**src/rtl/vlrq_pkg.sv**
```systemverilog
// shared types, constants and helpers for the variable-length ring queue
// used by vlrq_alu, vlrq_hdr_ram and variable_length_ring_queue; no dependencies
package vlrq_pkg;

  // ring geometry
  localparam int QUEUE_BYTES    = 4096;
  localparam int ADDR_W         = $clog2(QUEUE_BYTES);
  localparam int PTR_W          = 13;
  localparam int ALU_W          = PTR_W + 2;
  localparam int BASE_HDR_BYTES = 16;
  localparam int REC_HDR_BYTES  = 24;
  localparam int PAD_TYPE_CODE  = 1;

  // register reset values
  localparam logic [PTR_W-1:0] QLEN_RESET = PTR_W'(4096);
  localparam logic [PTR_W-1:0] MAXP_RESET = PTR_W'(1024);

  localparam logic [PTR_W-1:0] RING_MAX   = PTR_W'(QUEUE_BYTES);
  localparam logic [PTR_W-1:0] BASE_OFF   = PTR_W'(BASE_HDR_BYTES);
  localparam logic [PTR_W-1:0] REC_HDR    = PTR_W'(REC_HDR_BYTES);
  localparam logic [PTR_W-1:0] CNT_MAX    = {PTR_W{1'b1}};
  localparam logic [7:0]       PAD_TYPE   = 8'(PAD_TYPE_CODE);

  typedef enum logic {
    OP_PUSH = 1'b0,
    OP_POP  = 1'b1
  } op_e;

  typedef enum logic [2:0] {
    STAT_OK        = 3'd0,
    STAT_FULL      = 3'd1,
    STAT_EMPTY     = 3'd2,
    STAT_TOO_LARGE = 3'd3,
    STAT_TOO_SHORT = 3'd4
  } status_e;

  typedef enum logic {
    CFG_QUEUE_LENGTH = 1'b0,
    CFG_MAX_PACKET   = 1'b1
  } cfg_idx_e;

  typedef enum logic {
    ALU_SUB = 1'b0,
    ALU_ADD = 1'b1
  } alu_op_e;

  typedef enum logic [4:0] {
    S_IDLE,
    S_LEN_MIN,
    S_LEN_MAX,
    S_SURPLUS,
    S_FIT,
    S_WRAP,
    S_GAP,
    S_GUARD_CMP,
    S_GUARD_SUM,
    S_GUARD_MAX,
    S_GUARD_CHK,
    S_STORE,
    S_POP_CMP,
    S_POP_EDGE,
    S_POP_SKIP,
    S_POP_EMPTY,
    S_POP_READ,
    S_POP_ADV,
    S_DONE
  } state_e;

  typedef struct packed {
    op_e         opcode;
    logic [12:0] block_length;
    logic [7:0]  block_type;
    logic [31:0] block_id;
  } in_item_t;

  typedef struct packed {
    status_e     status;
    logic        recovered;
    logic [11:0] offset;
    logic [12:0] out_length;
    logic [7:0]  out_type;
    logic [31:0] out_id;
    logic [12:0] record_count;
  } out_item_t;

  typedef struct packed {
    logic [12:0] len;
    logic [7:0]  typ;
    logic [31:0] id;
  } hdr_t;

  // zero-extend a pointer-wide value into the signed alu width
  function automatic logic signed [ALU_W-1:0] to_alu(input logic [PTR_W-1:0] x);
    return $signed({{(ALU_W-PTR_W){1'b0}}, x});
  endfunction

endpackage

```
**src/rtl/vlrq_alu.sv**
```systemverilog
// shared add / subtract-compare unit of the ring queue sequencer
// depends on vlrq_pkg
module vlrq_alu (
  input  vlrq_pkg::alu_op_e                   op_i,
  input  logic signed [vlrq_pkg::ALU_W-1:0]   a_i,
  input  logic signed [vlrq_pkg::ALU_W-1:0]   b_i,
  output logic signed [vlrq_pkg::ALU_W-1:0]   y_o,
  output logic                                lt_o
);
  import vlrq_pkg::*;

  // one adder, b inverted for subtract
  always_comb begin
    unique case (op_i)
      ALU_ADD: y_o = a_i + b_i;
      ALU_SUB: y_o = a_i - b_i;
      default: y_o = a_i - b_i;
    endcase
  end

  // a below b when the difference is negative
  assign lt_o = (op_i == ALU_SUB) && y_o[ALU_W-1];

endmodule

```
**config.mk**
```make
export PLATFORM = sky130hd
export DESIGN_NAME = vlrq_alu
export DESIGN_NICKNAME = d
export VERILOG_FILES = /design/src/rtl/vlrq_pkg.sv /design/src/rtl/vlrq_alu.sv
export SDC_FILE = /design/constraint.sdc
export NUM_CORES = 1
export LEC_CHECK = 0
export ABC_AREA = 1
export BUFFER_PORTS_ARGS = -buffer_cell sky130_fd_sc_hd__buf_2
export CAP_MARGIN = 20
export CORE_MARGIN = 4
export CORE_UTILIZATION = 47
export DETAILED_ROUTE_END_ITERATION = 7
export MAX_ROUTING_LAYER = met4
export PLACE_DENSITY = 0.88
export SYNTH_ARGS = -nofsm -noshare
export SYNTH_HDL_FRONTEND = slang
export SYNTH_SLANG_ARGS = --single-unit
```
**constraint.sdc**
```tcl
create_clock -name vclk -period 2.3
set_clock_uncertainty 0.2 [all_clocks]
set_input_delay 0.115 -clock vclk [all_inputs]
set_output_delay 0.115 -clock vclk [all_outputs]
set_load 0.005 [all_outputs]
```
==> reports/results.txt <==
Row count: 17
Antenna violations before repair: 0
Hold wc startpoint: b_i[0]
Seq_cells: 0
Wire length on met3: 687 um
CP max stage delay: 0.33 ns
PwrDens: 405 mW/mm2
Failing checks: setup timing
Top Family by Delay on Critical Path: simple AND/OR/NAND/NOR gates
Fin. Hold Viols: 0
CP max-delay cell: ha_4
Fin crit share: 1.17
Hold Path Sink: y_o[0]
Iter 0 DRT Violations: 264
# port buffers: 47
Setup TNS: -2.92 ns
Drt first pass iters: 4
Core area: 0.00228 mm2
Leakage: 0.00109 uW
Area of the multi-input gates: 0.00136 mm2
Post-DR vias/cell: 6.32
Fin util: 0.936
Met2 wire length: 3100 um
DP Wirelength: 2870 um
Outcome: complete, but fails checks
Hold Path Class: in -> out
Peak VDD IR: 0.316 mV
Clkbuf count: 0
GRT Resource Usage Total: 0.259
Top Ports: 47
Synthesized net count: 243
Highest metal used: met4
Crit path capture type: primary output
Kind of critical path: in -> out
WL per Instance: 21.9 um
Vias in the first global route: 1,651
P&R area growth vs syn: 85.1%
Fill cells: 73
Die Y: 57.5 um
Remaining antenna violation count: 0
Largest net degree at the start of global routing: 12
Crit path arrival time: 2.37 ns
Total gr overflow: 0
Mapped cell area: 0.00115 mm2
Crit Path Max Fanout: 3
Yosys warning total: 0
Chip width: 57.5 um
Post-synthesis sequential area ratio: 0
Fmax: 372 MHz
Worst EP required: 1.99 ns
Layout cells sized above 1: 0.621
Final setup viols: 11
Full die area: 0.00331 mm2
Initial core utilization: 0.506
Netlist cell types: 27
Via Count: 1,960
RSZ-0062 raised after global routing: yes
NumNets Final: 333
Storage cell area: 0 um2
Hold_buf cts: 0
ANT cells: 0
Syn_area_per_cell: 5.93 um2
WL met1: 2480 um
Tmin final: 2.69 ns
Total Wirelength: 6800 um
Max Cap Viol: 0
Syn Inst Count: 194
Bufs and invs on worst path: 7
Worst Tran Pin Value: 0.418 ns
Critical-path cell list: buf_2, inv_2, nand2_1, nor2_4, buf_6, a21oi_2, xnor2_1, inv_1, ha_4, nand2_4, inv_2, nand2_1, nand2_2, nand2_2, nand2_2, inv_1, nand2_2, nand3_2, a21oi_2, buf_2
First-pass GRT wire length: 6860 um
Post-route setup slack: -0.388 ns
Critical path's most frequent cell: nand2_2
Min-Delay Path Depth: 3
Max Slew Vio Count: 0
# DRC: 0
Relative slew slack: 0.718
CP Launch Type: input pin
GPL Wtd Cong: 0.890
stage by stage:
| step | hold slack, ns | setup slack [ns] | total power (uW) | area (um2) | instances |
|---|---|---|---|---|---|
| final | 0.355 | -0.388 | 862 | 2130 | 310 |
| after global routing | 0.346 | -0.488 | 910 | 2130 | 310 |
| after CTS | 0.358 | -0.191 | 648 | 1810 | 303 |
| after detailed placement | 0.366 | -0.303 | 583 | 1640 | 297 |
| after global placement | 0.315 | -0.213 | 563 | 1640 | 297 |
| after floorplan | 0.139 | 0.00332 | 329 | 1150 | 194 |
how the worst max path moves through the flow:
stage                     startpoint       to  slack, ns  depth (start not counted)
after global routing          b_i[4]  y_o[11]      -0.49                         18
after detailed placement      b_i[0]     lt_o      -0.30                         20
final                         b_i[4]     lt_o      -0.39                         20
after global placement        b_i[0]     lt_o      -0.21                         17
after CTS                     b_i[1]     lt_o      -0.19                         18
after floorplan               b_i[1]     lt_o      0.003                         15
power breakdown:
group	total (uW)	switching, uW	internal (uW)
Sequential	0	0	0
Combinational	862	474	388
Clock	0	0	0
Total	862	474	388
repair_timing:
| action | CTS | global route |
|---|---|---|
| setup buffers | 6 | 8 |
| resized for setup | 37 | 64 |
| endpoints found under the hold margin | 0 | 0 |
| cloned | 0 | 0 |
| endpoints found under the setup margin | 10 | 11 |
| pin swaps | 22 | 47 |
routing by layer:
layer,global-route usage,up-vias
li1,-,802
met1,0.291,895
met2,0.455,193
met3,0.0271,70
met4,0.116,0
met5,-,-
cell usage in the layout (no fill, tap or decap), types with 4 or more instances in the layout:
| cell | count |
|---|---|
| buf_2 | 43 |
| nor2_1 | 12 |
| nand2_2 | 20 |
| buf_6 | 8 |
| xor2_1 | 12 |
| inv_2 | 7 |
| a21oi_2 | 13 |
| nand2_1 | 31 |
| ha_4 | 4 |
| nand3_1 | 5 |
| buf_4 | 36 |
| inv_1 | 16 |
| ha_1 | 12 |
| inv_4 | 4 |
| nand3_2 | 9 |
| a21oi_1 | 4 |
| xnor2_1 | 6 |
| nor2_4 | 7 |
area by class of cell:
type                            instances  area share
Tap cell                               28      0.0164
Timing Repair Buffer                   90       0.290
Inverter                               28      0.0564
Multi-Input combinational cell        164       0.637
Yosys cell counts, types with 2 or more instances:
library cell / count / area (um2)
o21bai_1: 2 / 15.0
nand3_1: 12 / 60.1
nand2_1: 48 / 180
nand4_1: 2 / 12.5
nor2_2: 3 / 18.8
o21ai_0: 3 / 15.0
buf_2: 2 / 10.0
nor2_1: 19 / 71.3
xor2_1: 15 / 131
inv_2: 3 / 11.3
a21oi_1: 16 / 80.1
ha_1: 17 / 213
nand2_2: 5 / 31.3
nand3_2: 4 / 40.0
xnor2_1: 6 / 52.6
a21o_1: 2 / 15.0
inv_1: 25 / 93.8
cell families after synthesis:
| kind of cell | synth area share |
|---|---|
| AOI/OAI and AO/OA | 0.158 |
| xor gates and xnor gates | 0.160 |
| adders and majority gates | 0.202 |
| buffers and inverters | 0.100 |
| and+or+nand+nor | 0.380 |
worst min-delay path, delay by kind of cell:
kind	cells	cell delay, ns
buffers and inverters	2	0.19
adder cells (fa/ha/maj)	1	0.13
Note: power is estimated with default switching activity, not from simulation.
